`src/rtl/brbf_pkg.sv`:
```
// Package for the byte ring buffer FIFO: sizes, command codes, control types.
// Used by the interfaces and by every module of the block.
`default_nettype none

package brbf_pkg;

  // Buffer geometry
  localparam int unsigned DEPTH     = 256;
  localparam int unsigned MAX_BURST = 64;

  // Field widths fixed by the item format
  localparam int unsigned CMD_W  = 2;
  localparam int unsigned DATA_W = 8;
  localparam int unsigned REQ_W  = 7;
  localparam int unsigned CNT_W  = 9;

  // Internal widths derived from the geometry
  localparam int unsigned PTR_W = (DEPTH > 1) ? $clog2(DEPTH) : 1;
  localparam int unsigned OCC_W = $clog2(DEPTH + 1);
  localparam int unsigned REM_W = (MAX_BURST > 1) ? $clog2(MAX_BURST) : 1;
  localparam int unsigned CMP_W = (OCC_W > REQ_W) ? OCC_W : REQ_W;

  typedef enum logic [CMD_W-1:0] {
    CMD_WRITE  = 2'd0,
    CMD_READ   = 2'd1,
    CMD_CLEAR  = 2'd2,
    CMD_STATUS = 2'd3
  } cmd_e;

  // Kind of result loaded into the output register
  typedef enum logic [1:0] {
    OK_WRITE,
    OK_PLAIN,
    OK_CLEAR,
    OK_BYTE
  } out_kind_e;

  typedef enum logic {
    ST_IDLE,
    ST_READ
  } state_e;

  // Commands from controller to datapath
  typedef struct packed {
    logic      load_out;
    out_kind_e out_kind;
    logic      do_write;
    logic      start_read;
    logic      do_fetch;
    logic      do_clear;
  } ctrl_cmd_t;

  // Status from datapath to controller
  typedef struct packed {
    logic slot_free;
    logic grant_zero;
    logic remain_zero;
  } dp_status_t;

  // Advance a buffer pointer, wrapping at the depth
  function automatic logic [PTR_W-1:0] next_ptr(input logic [PTR_W-1:0] p);
    logic [PTR_W-1:0] n;
    if (p == PTR_W'(DEPTH - 1)) begin
      n = '0;
    end else begin
      n = p + PTR_W'(1);
    end
    return n;
  endfunction

endpackage

`default_nettype wire

```
`src/rtl/brbf_if.sv`:
```
// Valid/ready channel interfaces for command items and result items.
// Depends on brbf_pkg for field widths.
`default_nettype none

interface brbf_in_if;
  logic                           valid;
  logic                           ready;
  logic [brbf_pkg::CMD_W-1:0]     command;
  logic [brbf_pkg::DATA_W-1:0]    data_byte;
  logic [brbf_pkg::REQ_W-1:0]     read_count;

  modport source (output valid, output command, output data_byte, output read_count,
                  input ready);
  modport sink   (input valid, input command, input data_byte, input read_count,
                  output ready);
endinterface

interface brbf_out_if;
  logic                           valid;
  logic                           ready;
  logic [brbf_pkg::DATA_W-1:0]    read_byte;
  logic                           byte_valid;
  logic                           last;
  logic                           accepted;
  logic [brbf_pkg::REQ_W-1:0]     moved_count;
  logic [brbf_pkg::CNT_W-1:0]     stored_count;

  modport source (output valid, output read_byte, output byte_valid, output last,
                  output accepted, output moved_count, output stored_count,
                  input ready);
  modport sink   (input valid, input read_byte, input byte_valid, input last,
                  input accepted, input moved_count, input stored_count,
                  output ready);
endinterface

`default_nettype wire

```
`src/rtl/brbf_ctrl.sv`:
```
// Controller of the byte ring buffer: accepts command items and sequences bursts.
// Depends on brbf_pkg; drives the datapath through ctrl_cmd_t.
`default_nettype none

module brbf_ctrl (
  input  wire logic                       clk_i,
  input  wire logic                       rst_ni,
  input  wire logic                       in_valid_i,
  input  wire logic [brbf_pkg::CMD_W-1:0] in_command_i,
  output logic                            in_ready_o,
  input  wire brbf_pkg::dp_status_t       status_i,
  output brbf_pkg::ctrl_cmd_t             cmd_o
);

  brbf_pkg::state_e state_q, state_d;
  brbf_pkg::cmd_e   command;
  logic             take;

  assign command    = brbf_pkg::cmd_e'(in_command_i);
  assign in_ready_o = (state_q == brbf_pkg::ST_IDLE) && status_i.slot_free;
  assign take       = in_valid_i && in_ready_o;

  // Hold state
  always_ff @(posedge clk_i or negedge rst_ni) begin
    if (!rst_ni) begin
      state_q <= brbf_pkg::ST_IDLE;
    end else begin
      state_q <= state_d;
    end
  end

  // Next state
  always_comb begin
    state_d = state_q;
    unique case (state_q)
      brbf_pkg::ST_IDLE: begin
        if (take && (command == brbf_pkg::CMD_READ) && !status_i.grant_zero) begin
          state_d = brbf_pkg::ST_READ;
        end
      end
      brbf_pkg::ST_READ: begin
        if (status_i.slot_free && status_i.remain_zero) begin
          state_d = brbf_pkg::ST_IDLE;
        end
      end
      default: state_d = brbf_pkg::ST_IDLE;
    endcase
  end

  // Datapath commands
  always_comb begin
    cmd_o = '0;
    cmd_o.out_kind = brbf_pkg::OK_PLAIN;
    unique case (state_q)
      brbf_pkg::ST_IDLE: begin
        if (take) begin
          unique case (command)
            brbf_pkg::CMD_WRITE: begin
              cmd_o.do_write = 1'b1;
              cmd_o.load_out = 1'b1;
              cmd_o.out_kind = brbf_pkg::OK_WRITE;
            end
            brbf_pkg::CMD_READ: begin
              if (status_i.grant_zero) begin
                cmd_o.load_out = 1'b1;
              end else begin
                cmd_o.start_read = 1'b1;
                cmd_o.do_fetch   = 1'b1;
              end
            end
            brbf_pkg::CMD_CLEAR: begin
              cmd_o.do_clear = 1'b1;
              cmd_o.load_out = 1'b1;
              cmd_o.out_kind = brbf_pkg::OK_CLEAR;
            end
            brbf_pkg::CMD_STATUS: begin
              cmd_o.load_out = 1'b1;
            end
            default: cmd_o.load_out = 1'b1;
          endcase
        end
      end
      brbf_pkg::ST_READ: begin
        // Emit the fetched byte and fetch the next while bytes remain
        if (status_i.slot_free) begin
          cmd_o.load_out = 1'b1;
          cmd_o.out_kind = brbf_pkg::OK_BYTE;
          cmd_o.do_fetch = !status_i.remain_zero;
        end
      end
      default: cmd_o = '0;
    endcase
  end

endmodule

`default_nettype wire

```
`src/rtl/brbf_dp.sv`:
```
// Datapath of the byte ring buffer: byte memory, pointers, occupancy, output register.
// Depends on brbf_pkg; obeys ctrl_cmd_t from the controller.
`default_nettype none

module brbf_dp (
  input  wire logic                        clk_i,
  input  wire logic                        rst_ni,
  input  wire brbf_pkg::ctrl_cmd_t         cmd_i,
  output brbf_pkg::dp_status_t             status_o,
  input  wire logic [brbf_pkg::DATA_W-1:0] data_byte_i,
  input  wire logic [brbf_pkg::REQ_W-1:0]  read_count_i,
  input  wire logic                        out_ready_i,
  output logic                             out_valid_o,
  output logic [brbf_pkg::DATA_W-1:0]      read_byte_o,
  output logic                             byte_valid_o,
  output logic                             last_o,
  output logic                             accepted_o,
  output logic [brbf_pkg::REQ_W-1:0]       moved_count_o,
  output logic [brbf_pkg::CNT_W-1:0]       stored_count_o
);

  logic [brbf_pkg::DATA_W-1:0] mem [brbf_pkg::DEPTH];
  logic [brbf_pkg::DATA_W-1:0] rd_data_q;

  logic [brbf_pkg::PTR_W-1:0]  wr_ptr_q, wr_ptr_d;
  logic [brbf_pkg::PTR_W-1:0]  rd_ptr_q, rd_ptr_d;
  logic [brbf_pkg::OCC_W-1:0]  occ_q, occ_d;
  logic [brbf_pkg::REQ_W-1:0]  grant_q, grant_d;
  logic [brbf_pkg::REM_W-1:0]  remain_q, remain_d;

  logic                        full;
  logic                        mem_we;
  logic [brbf_pkg::REQ_W-1:0]  req_sat;
  logic [brbf_pkg::REQ_W-1:0]  grant;

  logic                        out_valid_q;
  logic [brbf_pkg::DATA_W-1:0] read_byte_q, read_byte_d;
  logic                        byte_valid_q, byte_valid_d;
  logic                        last_q, last_d;
  logic                        accepted_q, accepted_d;
  logic [brbf_pkg::REQ_W-1:0]  moved_q, moved_d;
  logic [brbf_pkg::CNT_W-1:0]  stored_q, stored_d;

  assign full   = (occ_q == brbf_pkg::OCC_W'(brbf_pkg::DEPTH));
  assign mem_we = cmd_i.do_write && !full;

  // Saturate the request, then limit it to what is stored
  always_comb begin
    req_sat = (read_count_i > brbf_pkg::REQ_W'(brbf_pkg::MAX_BURST))
            ? brbf_pkg::REQ_W'(brbf_pkg::MAX_BURST) : read_count_i;
    if (brbf_pkg::CMP_W'(occ_q) < brbf_pkg::CMP_W'(req_sat)) begin
      grant = brbf_pkg::REQ_W'(occ_q);
    end else begin
      grant = req_sat;
    end
  end

  assign status_o.slot_free   = !out_valid_q || out_ready_i;
  assign status_o.grant_zero  = (grant == '0);
  assign status_o.remain_zero = (remain_q == '0);

  // Store written bytes and fetch the oldest one through a registered port
  always_ff @(posedge clk_i) begin
    if (mem_we) begin
      mem[wr_ptr_q] <= data_byte_i;
    end
    if (cmd_i.do_fetch) begin
      rd_data_q <= mem[rd_ptr_q];
    end
  end

  // Advance pointers, occupancy and burst counters
  always_comb begin
    wr_ptr_d = wr_ptr_q;
    rd_ptr_d = rd_ptr_q;
    occ_d    = occ_q;
    grant_d  = grant_q;
    remain_d = remain_q;
    if (cmd_i.do_clear) begin
      wr_ptr_d = '0;
      rd_ptr_d = '0;
      occ_d    = '0;
    end else if (mem_we) begin
      wr_ptr_d = brbf_pkg::next_ptr(wr_ptr_q);
      occ_d    = occ_q + brbf_pkg::OCC_W'(1);
    end else if (cmd_i.do_fetch) begin
      rd_ptr_d = brbf_pkg::next_ptr(rd_ptr_q);
      occ_d    = occ_q - brbf_pkg::OCC_W'(1);
    end
    if (cmd_i.start_read) begin
      grant_d  = grant;
      remain_d = brbf_pkg::REM_W'(grant - brbf_pkg::REQ_W'(1));
    end else if (cmd_i.do_fetch) begin
      remain_d = remain_q - brbf_pkg::REM_W'(1);
    end
  end

  always_ff @(posedge clk_i or negedge rst_ni) begin
    if (!rst_ni) begin
      wr_ptr_q <= '0;
      rd_ptr_q <= '0;
      occ_q    <= '0;
      grant_q  <= '0;
      remain_q <= '0;
    end else begin
      wr_ptr_q <= wr_ptr_d;
      rd_ptr_q <= rd_ptr_d;
      occ_q    <= occ_d;
      grant_q  <= grant_d;
      remain_q <= remain_d;
    end
  end

  // Build the next result item
  always_comb begin
    read_byte_d  = '0;
    byte_valid_d = 1'b0;
    last_d       = 1'b1;
    accepted_d   = 1'b0;
    moved_d      = '0;
    stored_d     = brbf_pkg::CNT_W'(occ_q);
    unique case (cmd_i.out_kind)
      brbf_pkg::OK_WRITE: begin
        accepted_d = !full;
        stored_d   = full ? brbf_pkg::CNT_W'(occ_q)
                          : brbf_pkg::CNT_W'(occ_q + brbf_pkg::OCC_W'(1));
      end
      brbf_pkg::OK_CLEAR: begin
        stored_d = '0;
      end
      brbf_pkg::OK_BYTE: begin
        // occ_q already counts this byte as removed
        read_byte_d  = rd_data_q;
        byte_valid_d = 1'b1;
        last_d       = (remain_q == '0);
        moved_d      = grant_q;
      end
      brbf_pkg::OK_PLAIN: begin
        stored_d = brbf_pkg::CNT_W'(occ_q);
      end
      default: stored_d = brbf_pkg::CNT_W'(occ_q);
    endcase
  end

  // Hold the result until taken
  always_ff @(posedge clk_i or negedge rst_ni) begin
    if (!rst_ni) begin
      out_valid_q <= 1'b0;
    end else if (cmd_i.load_out) begin
      out_valid_q <= 1'b1;
    end else if (out_ready_i) begin
      out_valid_q <= 1'b0;
    end
  end

  always_ff @(posedge clk_i) begin
    if (cmd_i.load_out) begin
      read_byte_q  <= read_byte_d;
      byte_valid_q <= byte_valid_d;
      last_q       <= last_d;
      accepted_q   <= accepted_d;
      moved_q      <= moved_d;
      stored_q     <= stored_d;
    end
  end

  assign out_valid_o    = out_valid_q;
  assign read_byte_o    = read_byte_q;
  assign byte_valid_o   = byte_valid_q;
  assign last_o         = last_q;
  assign accepted_o     = accepted_q;
  assign moved_count_o  = moved_q;
  assign stored_count_o = stored_q;

endmodule

`default_nettype wire

```
`src/rtl/byte_ring_buffer_fifo.sv`:
```
// Top level of the byte ring buffer FIFO: controller, datapath and channel ports.
// Depends on brbf_pkg, brbf_if, brbf_ctrl and brbf_dp.
`default_nettype none

// A circular byte FIFO of brbf_pkg::DEPTH entries. Write, clear and status items
// each give one result item; a new item is taken as soon as the output register
// is free or being emptied. A read burst granting n bytes (n is the request,
// capped at brbf_pkg::MAX_BURST, and at the occupancy) first fetches through the
// registered read port of the byte memory, then emits one byte per cycle while
// the output register is free or being emptied, with the next fetch overlapping
// each emitted byte. No item is taken while a burst runs. A write to a full
// buffer drops the byte and reports accepted = 0. The memory needs no clearing
// pass after reset.
module byte_ring_buffer_fifo (
  input  wire logic    clk_i,
  input  wire logic    rst_ni,
  brbf_in_if.sink      in_i,
  brbf_out_if.source   out_o
);

  brbf_pkg::ctrl_cmd_t  cmd;
  brbf_pkg::dp_status_t status;

  brbf_ctrl u_ctrl (
    .clk_i        (clk_i),
    .rst_ni       (rst_ni),
    .in_valid_i   (in_i.valid),
    .in_command_i (in_i.command),
    .in_ready_o   (in_i.ready),
    .status_i     (status),
    .cmd_o        (cmd)
  );

  brbf_dp u_dp (
    .clk_i          (clk_i),
    .rst_ni         (rst_ni),
    .cmd_i          (cmd),
    .status_o       (status),
    .data_byte_i    (in_i.data_byte),
    .read_count_i   (in_i.read_count),
    .out_ready_i    (out_o.ready),
    .out_valid_o    (out_o.valid),
    .read_byte_o    (out_o.read_byte),
    .byte_valid_o   (out_o.byte_valid),
    .last_o         (out_o.last),
    .accepted_o     (out_o.accepted),
    .moved_count_o  (out_o.moved_count),
    .stored_count_o (out_o.stored_count)
  );

endmodule

`default_nettype wire

```
`src/flat_wrapper.sv`:
```
// flat-port wrapper written by rule: the top's interface ports become plain ports
module byte_ring_buffer_fifo_flat 
  (clk_i, rst_ni, in_i_valid, in_i_command, in_i_data_byte, in_i_read_count, in_i_ready, out_o_valid, out_o_read_byte, out_o_byte_valid, out_o_last, out_o_accepted, out_o_moved_count, out_o_stored_count, out_o_ready);
  brbf_in_if in_i_i ();
  brbf_out_if out_o_i ();
  input  wire logic clk_i;
  input  wire logic rst_ni;
  input wire logic [$bits(in_i_i.valid)-1:0] in_i_valid;
  input wire logic [$bits(in_i_i.command)-1:0] in_i_command;
  input wire logic [$bits(in_i_i.data_byte)-1:0] in_i_data_byte;
  input wire logic [$bits(in_i_i.read_count)-1:0] in_i_read_count;
  output wire logic [$bits(in_i_i.ready)-1:0] in_i_ready;
  output wire logic [$bits(out_o_i.valid)-1:0] out_o_valid;
  output wire logic [$bits(out_o_i.read_byte)-1:0] out_o_read_byte;
  output wire logic [$bits(out_o_i.byte_valid)-1:0] out_o_byte_valid;
  output wire logic [$bits(out_o_i.last)-1:0] out_o_last;
  output wire logic [$bits(out_o_i.accepted)-1:0] out_o_accepted;
  output wire logic [$bits(out_o_i.moved_count)-1:0] out_o_moved_count;
  output wire logic [$bits(out_o_i.stored_count)-1:0] out_o_stored_count;
  input wire logic [$bits(out_o_i.ready)-1:0] out_o_ready;
  assign in_i_i.valid = in_i_valid;
  assign in_i_i.command = in_i_command;
  assign in_i_i.data_byte = in_i_data_byte;
  assign in_i_i.read_count = in_i_read_count;
  assign in_i_ready = in_i_i.ready;
  assign out_o_valid = out_o_i.valid;
  assign out_o_read_byte = out_o_i.read_byte;
  assign out_o_byte_valid = out_o_i.byte_valid;
  assign out_o_last = out_o_i.last;
  assign out_o_accepted = out_o_i.accepted;
  assign out_o_moved_count = out_o_i.moved_count;
  assign out_o_stored_count = out_o_i.stored_count;
  assign out_o_i.ready = out_o_ready;
  byte_ring_buffer_fifo u_core (.clk_i(clk_i), .rst_ni(rst_ni), .in_i(in_i_i), .out_o(out_o_i));
endmodule
```
`config.mk`:
```
export PLATFORM = sky130hd
export DESIGN_NAME = byte_ring_buffer_fifo_flat
export DESIGN_NICKNAME = d
export VERILOG_FILES = /design/src/rtl/brbf_pkg.sv /design/src/rtl/brbf_if.sv /design/src/rtl/brbf_ctrl.sv /design/src/rtl/brbf_dp.sv /design/src/rtl/byte_ring_buffer_fifo.sv /design/src/flat_wrapper.sv
export SDC_FILE = /design/constraint.sdc
export NUM_CORES = 2
export LEC_CHECK = 0
export BUFFER_PORTS_ARGS = -buffer_cell sky130_fd_sc_hd__buf_2
export CORE_ASPECT_RATIO = 1.1
export CORE_MARGIN = 3
export CORE_UTILIZATION = 31
export DETAILED_ROUTE_END_ITERATION = 16
export PLACE_DENSITY_LB_ADDON = 0.12
export SYNTH_ARGS = -nofsm -noshare
export SYNTH_HDL_FRONTEND = slang
export SYNTH_SLANG_ARGS = --single-unit
export TNS_END_PERCENT = 5
```
`constraint.sdc`:
```
create_clock -name clk_i -period 7.95 [get_ports clk_i]
set_input_delay 1.59 -clock clk_i [delete_from_list [all_inputs] [get_ports clk_i]]
set_output_delay 1.59 -clock clk_i [all_outputs]
set_load 0.05 [all_outputs]
```
=== Word-level counts from Yosys, hierarchy flattened ===
Memories as Yosys holds them, arrays and structs flattened. A register that Yosys moved wholly into a read port is not among the register bits.
Index checks and enable logic that the tools add are counted.

* Mux-type cells: 38
* Multipliers: 0
* Bitwise logic cells: 1
* $add $sub $neg: 6
* Shift operators: 0
* Reduce and logical (&&, ||, !) cells: 22
* Divide/modulo/power cells: 0
* $lt $le $gt $ge: 2
* Equality and inequality tests: 9

{| class="wikitable"
|+ Operator list
! cell !! number
|-
| two-way mux 8 bit || 7
|-
| two-way mux 9 bit || 4
|-
| two-way mux 7 bit || 3
|-
| case mux 9 bit (2 select lines) || 1
|-
| adder 8 x 1 -> 8 bit (second input constant) || 2
|-
| == test 8 bit (second input constant) || 2
|-
| two-way mux 1 bit || 12
|-
| two-way mux 6 bit || 2
|-
| subtractor 6 x 1 -> 6 bit (second input constant) || 2
|-
| adder 9 x 1 -> 9 bit (second input constant) || 1
|-
| == test 9 bit (second input constant) || 1
|-
| less-than comparator 9 x 7 -> 1 bit || 1
|-
| subtractor 9 x 1 -> 9 bit (second input constant) || 1
|-
| == test 2 bit (second input constant) || 4
|-
| nonzero test 2 bit || 4
|-
| > comparator 7 bit (second input constant) || 1
|-
| zero test 7 bit || 1
|-
| logical AND 1 bit || 6
|-
| zero test 6 bit || 1
|-
| two-way mux 2 bit || 3
|-
| case mux 1 bit (2 select lines) || 3
|-
| case mux 3 bit (2 select lines) || 1
|-
| zero test 1 bit || 4
|-
| zero test 2 bit || 2
|-
| other kinds (9) || 9
|}

* Bits in writable memories: 2048
* Logic and storage cells: 92
* Latch bits: 0
* Register bits: 67
* Memories: 1
* ROM bits: 0

{| class="wikitable"
|+ Memory list
! name !! depth !! width !! rd ports !! clocked after memory_dff !! wr ports !! line !! RTL
|-
| u_core.u_dp.mem || 256 || 8 || 1 || 1 || 1 || brbf_dp.sv:22 || <nowiki>logic [brbf_pkg::DATA_W-1:0] mem [brbf_pkg::DEPTH];</nowiki>
|}

=== Logic depth before layout (Yosys ltp) ===
* Depth after elaboration: 12
* Mapped depth: 16

=== By module ===
A second synthesis with hierarchy kept.

* Cells, all modules: 3740
* Area total of the unflattened synthesis: 82915.8 um^2

{| class="wikitable"
|+ By module, submodules not included
! module !! area each (um^2) !! cells each !! times used
|-
| brbf_dp || 82776.9 || 3722 || 1
|-
| brbf_ctrl || 138.9 || 18 || 1
|}

=== Least setup slack after synthesis ===
Ideal clock, no wire load.

* Kind: input to register
* From: in in_i_read_count[6]
* To: reg u_core.u_dp.remain_q[4] (netlist bit)
* Setup slack: 3.003 ns
* Cell stages on the path: 13
* Arrival time: 4.820 ns
* Library setup time: 0.127 ns
* Data required time: 7.823 ns
* Path through: clkinv_1 -> ha_1 -> a2111oi_4 -> inv_1 -> o31a_1 -> a21oi_2 -> nand2_1 -> a221oi_1 -> o21bai_1 -> ha_1 -> or4b_2 -> a211oi_1 -> a21oi_1

* Cells in the longest elaborated chain, start to end: 10
* Elaborated cells between the ends (all ways): 13

{| class="wikitable"
|+ Ends and longest elaborated chain
! item !! line !! RTL
|-
| start, declared || flat_wrapper.sv:11 || <nowiki>input wire logic [$bits(in_i_i.read_count)-1:0] in_i_read_count;</nowiki>
|-
| > comparator 7 bit || brbf_dp.sv:49 || <nowiki>req_sat = (read_count_i > brbf_pkg::REQ_W'(brbf_pkg::MAX_BURST))</nowiki>
|-
| two-way mux 7 bit (*) || brbf_dp.sv:50 || <nowiki>? brbf_pkg::REQ_W'(brbf_pkg::MAX_BURST) : read_count_i;</nowiki>
|-
| less-than comparator 9 x 7 -> 1 bit || brbf_dp.sv:51 || <nowiki>if (brbf_pkg::CMP_W'(occ_q) < brbf_pkg::CMP_W'(req_sat)) begin</nowiki>
|-
| two-way mux 7 bit (*) || brbf_dp.sv:51 ||
|-
| zero test 7 bit || brbf_dp.sv:59 || <nowiki>assign status_o.grant_zero = (grant == '0);</nowiki>
|-
| two-way mux 2 bit || brbf_ctrl.sv:64 || <nowiki>if (status_i.grant_zero) begin</nowiki>
|-
| two-way mux 2 bit || brbf_ctrl.sv:57 || <nowiki>unique case (command)</nowiki>
|-
| two-way mux 7 bit || brbf_ctrl.sv:56 || <nowiki>if (take) begin</nowiki>
|-
| case mux 1 bit (2 select lines) or two-way mux 2 bit (tied branches) || brbf_ctrl.sv:54 || <nowiki>unique case (state_q)</nowiki>
|-
| nonzero test 2 bit (no line) or two-way mux 6 bit (tied branches) || n/a ||
|-
| end signal, assigned || brbf_dp.sv:110 || <nowiki>remain_q <= remain_d;</nowiki>
|-
| end, declared || brbf_dp.sv:29 || <nowiki>logic [brbf_pkg::REM_W-1:0] remain_q, remain_d;</nowiki>
|}

Every way passes the cells marked *; elsewhere a longest branch is shown, timed or not.
A chain may end at the register's enable or synchronous reset.

=== Worst setup path in the final report ===
* From: in in_i_command[0]
* To: mem u_core.u_dp.mem[81][4] (netlist bit), enable pin

* Cells in the longest elaborated chain, start to end: 7

{| class="wikitable"
|+ Ends and longest elaborated chain
! item !! line !! RTL
|-
| start, declared || flat_wrapper.sv:9 || <nowiki>input wire logic [$bits(in_i_i.command)-1:0] in_i_command;</nowiki>
|-
| zero test 2 bit || brbf_ctrl.sv:57 ||
|-
| two-way mux 1 bit || brbf_ctrl.sv:57 ||
|-
| two-way mux 7 bit || brbf_ctrl.sv:56 ||
|-
| two-way mux 2 bit || brbf_ctrl.sv:54 ||
|-
| logical AND 1 bit || brbf_dp.sv:45 || <nowiki>assign mem_we = cmd_i.do_write && !full;</nowiki>
|-
| two-way mux 1 bit || brbf_dp.sv:64 || <nowiki>if (mem_we) begin</nowiki>
|-
| two-way mux 1 bit (implied by the code) || brbf_dp.sv:65 || <nowiki>mem[wr_ptr_q] <= data_byte_i;</nowiki>
|-
| end, declared || brbf_dp.sv:22 ||
|}

Every way passes these cells.

==> impl_metrics.ini <==
[timing]
hold_viol_final = 0
whs_ns = 0.4868
rsz0062_at_grt = false
period_needed_ns = 5.186
setup_violations = 0
fin_skew_ns = 0.05578
slew_violations = 0
final.setup.worst_slack_ns = 2.764
max_slew_margin_pct = 12.42
finalSetupTns_ns = 0
tightest_slew_ns = 1.307
max_freq_mhz = 192.8
period_share_pct = 65.23

[clock_network]
htree_levels = 4
cts_tree = yes
hold_buffers = 0
clkSinkCount = 2123
cts-resized-gates = 0
cts-root-buf = clkbuf_16
clock_latency_ns = 0.89
clk_pin_slew_ns = 0.06
cts_buffers = 221
cts_buffer_depth = 4
post_cts_buffers = 0

[detailed_routing]
drtIter0Drc = 3905
drc_errors = 0
vias_per_cell = 5.273
wl_per_cell_um = 33.23
postRouteAntennaNets = 0
vias = 40990
drt_pass1_iterations = 6
totalWireLength_um = 258400

[pwr]
swShare_pct = 30.68
pwr-share-comb_pct = 25.8
powerDensity_nw_per_um2 = 329.2
p_seq_share_pct = 41.4
ir_worst_vdd_v = 0.0002381
power.leakage_nw = 28.67
p_switching_mw = 9.533
intPower_mw = 21.54
p_clk_share_pct = 32.8

[critical_path]
worst_r2r_path_depth = 7
r2r_slack_ns = 2.96
end_kind = register
start_kind = input port
r2r_end = u_core.u_dp.rd_data_q[4]$_DFFE_PP_
critPathKind = in2reg
cp_max_fo = 17
crit_chain = buf_2 > or4b_1 > or3_1 > nor3_1 > nand2_2 > buf_4 > nor2_1
cp.arrival_ns = 5.69
critPathMaxStageDelay_ns = 0.88
critPathSlowestCell = nor3_1
critical_path_buf_inv_count = 2
worst_path_dominant_cell_family = simple AND/OR/NAND/NOR gates
r2r_start = u_core.u_dp.rd_ptr_q[0]$_DFFE_PN0P_
required_ns = 8.46

[grt]
grt_max_degree = 118
grt_overflow = 0
grt_pass1_vias = 42580
grt_pass1_wl_um = 360200
grt_util_all_layers_pct = 18.67
antenna_found_initial = 11

[synthesis]
ys.flop_type = edfxtp_1
synth_most_common_cell = edfxtp_1
syn_area_um2 = 82910
synth_cells = 3978
postSynthAreaPerCell_um2 = 20.84
ys_seq_area_share_pct = 76.65
ys_types = 69
synth_edf_count = 2083
synth_common_cells = edfxtp_1 (2,083), mux4_2 (513), nor2_1 (306)
yosys-top-cells-area = edfxtp_1 (75%), mux4_2 (14%), nor2_1 (1.4%)
synth_fp_nets = 4013
async_reset_ff_share_pct = 1.884
yosys.area.top_type_share_pct = 75.44
ys_ff_latch = 2123
ys_warn_count = 0
synth_largest_area_cell = edfxtp_1

[placed_design]
hpwl_um = 156700
place.gp.congestion = 0.8085
place_worst_setup_slack_ns = 1.873
port_buffers = 49
place_area_um2 = 87370
dp_cells = 7372

[outcome]
status = finished, final reports clean

[finish]
nets = 4130
final_area_um2 = 94370
fin_cells = 7774
area_growth_syn_to_layout_pct = 13.82
drive_gt1_share_pct = 23.46

[worst_hold_path]
worstHoldPathType = reg2reg
min_to = u_core.u_dp.grant_q[3]$_DFFE_PN0N_
hold_depth = 2
min_from = u_core.u_dp.grant_q[3]$_DFFE_PN0N_

[die]
rows = 198
die_x_um = 499.1
floorplan.initialDensity_pct = 31.25
io_pins = 50
die_height_um = 548.4
dieArea_um2 = 273700
core_um2 = 265300

[job]
maxCapViolCount = 0
-- cell usage in the layout, fill, tap and decap left out, types with 26 or more instances in the layout --
cell       netlist  routed
clkinv_2         0      41
a22oi_1        105     105
o21ai_0         36      36
a22o_1          26      26
nand3_1         35      35
edfxtp_1      2083    2083
o22ai_1         26      26
mux2i_1        105     105
buf_4           40      72
clkinv_1         2      56
buf_2           57      41
nor2_1         306     303
clkbuf_16        0     224
dfrtp_1         40      34
a21oi_1         90      90
clkbuf_1       124      34
nand2_1        106      94
mux4_2         513     513
-- layer usage --
| metal | routed length (µm) | vias to the layer above | global-route usage [%] |
|---|---|---|---|
| met5 | 0 | - | 0 |
| met4 | 6055 | 0 | 4.772 |
| met3 | 12340 | 300 | 2.309 |
| met2 | 126300 | 1381 | 30.83 |
| met1 | 113700 | 22470 | 26.23 |
| li1 | - | 16840 | - |
-- worst max path at each step --
stage,to,slack (ns),from,depth (start not counted)
6_report,u_core.u_dp.mem[81][4]$_DFFE_PP_,2.76,in_i_command[0],7
5_1_grt,u_core.u_dp.mem[73][0]$_DFFE_PP_,2.61,in_i_command[0],9
4_1_cts,u_core.u_dp.mem[238][4]$_DFFE_PP_,2.81,in_i_command[0],7
3_5_place_dp,u_core.u_dp.mem[14][1]$_DFFE_PP_,1.87,in_i_command[0],7
3_3_place_gp,u_core.u_dp.mem[73][6]$_DFFE_PP_,1.97,in_i_command[0],9
2_1_floorplan,u_core.u_dp.remain_q[4]$_DFFE_PN0P_,3.00,in_i_read_count[6],13
-- metrics by stage --
stage               util [%]  total power, mW
finish                 35.57            31.07
detailed placement     32.93            21.24
global placement       32.93            21.28
floorplan                  -            18.18
CTS                    35.56            31.49
global route           35.56            32.23
-- final cells by class --
type,instances,area (µm²)
Multi-Input combinational cell,1599,18200
Tap cell,3500,4379
Sequential cell,2123,63570
Antenna cell,7,17.52
Timing Repair Buffer,136,1166
Clock inverter,135,1220
Fill cell,24390,171000
Clock buffer,260,5761
Inverter,14,52.55
-- power by group through the flow --
| stage | combinational (mW) | clock, mW | sequential, mW |
|---|---|---|---|
| final | 8.02 | 10.2 | 12.8 |
| after global routing | 8.44 | 10.9 | 12.9 |
| after CTS | 8.17 | 10.5 | 12.9 |
| after detailed placement | 8.15 | 0 | 13.1 |
| after global placement | 8.18 | 0 | 13.1 |
| after floorplan | 5.13 | 0 | 13.1 |
-- tightest hold or removal path, stage by stage (launching register included) --
cell and delay (ns):
dfrtp_1 0.35, nand2_1 0.05, o21ai_0 0.06
-- sequential cells by signal, indices dropped and copies added, names as in the netlist, 6 cells and up --
| name | flops |
|---|---|
| u_core.u_dp.mem | 2048 |
| u_core.u_dp.occ_q | 9 |
| u_core.u_dp.stored_count_o | 9 |
| u_core.u_dp.rd_data_q | 8 |
| u_core.u_dp.rd_ptr_q | 8 |
| u_core.u_dp.read_byte_o | 8 |
| u_core.u_dp.wr_ptr_q | 8 |
| u_core.u_dp.grant_q | 7 |
| u_core.u_dp.moved_count_o | 7 |
| u_core.u_dp.remain_q | 6 |
-- cells by family after synthesis --
kind of cell	count (synthesis)	share of synthesized area [%]
AOI/OAI and AO/OA	395	3.314
xor gates and xnor gates	8	0.08450
adders and majority gates	14	0.2113
buffers and inverters	256	1.544
DFF	2123	76.65
muxes	620	15.23
and+or+nand+nor	562	2.967
No activity file was read; power rests on OpenSTA's default activity.
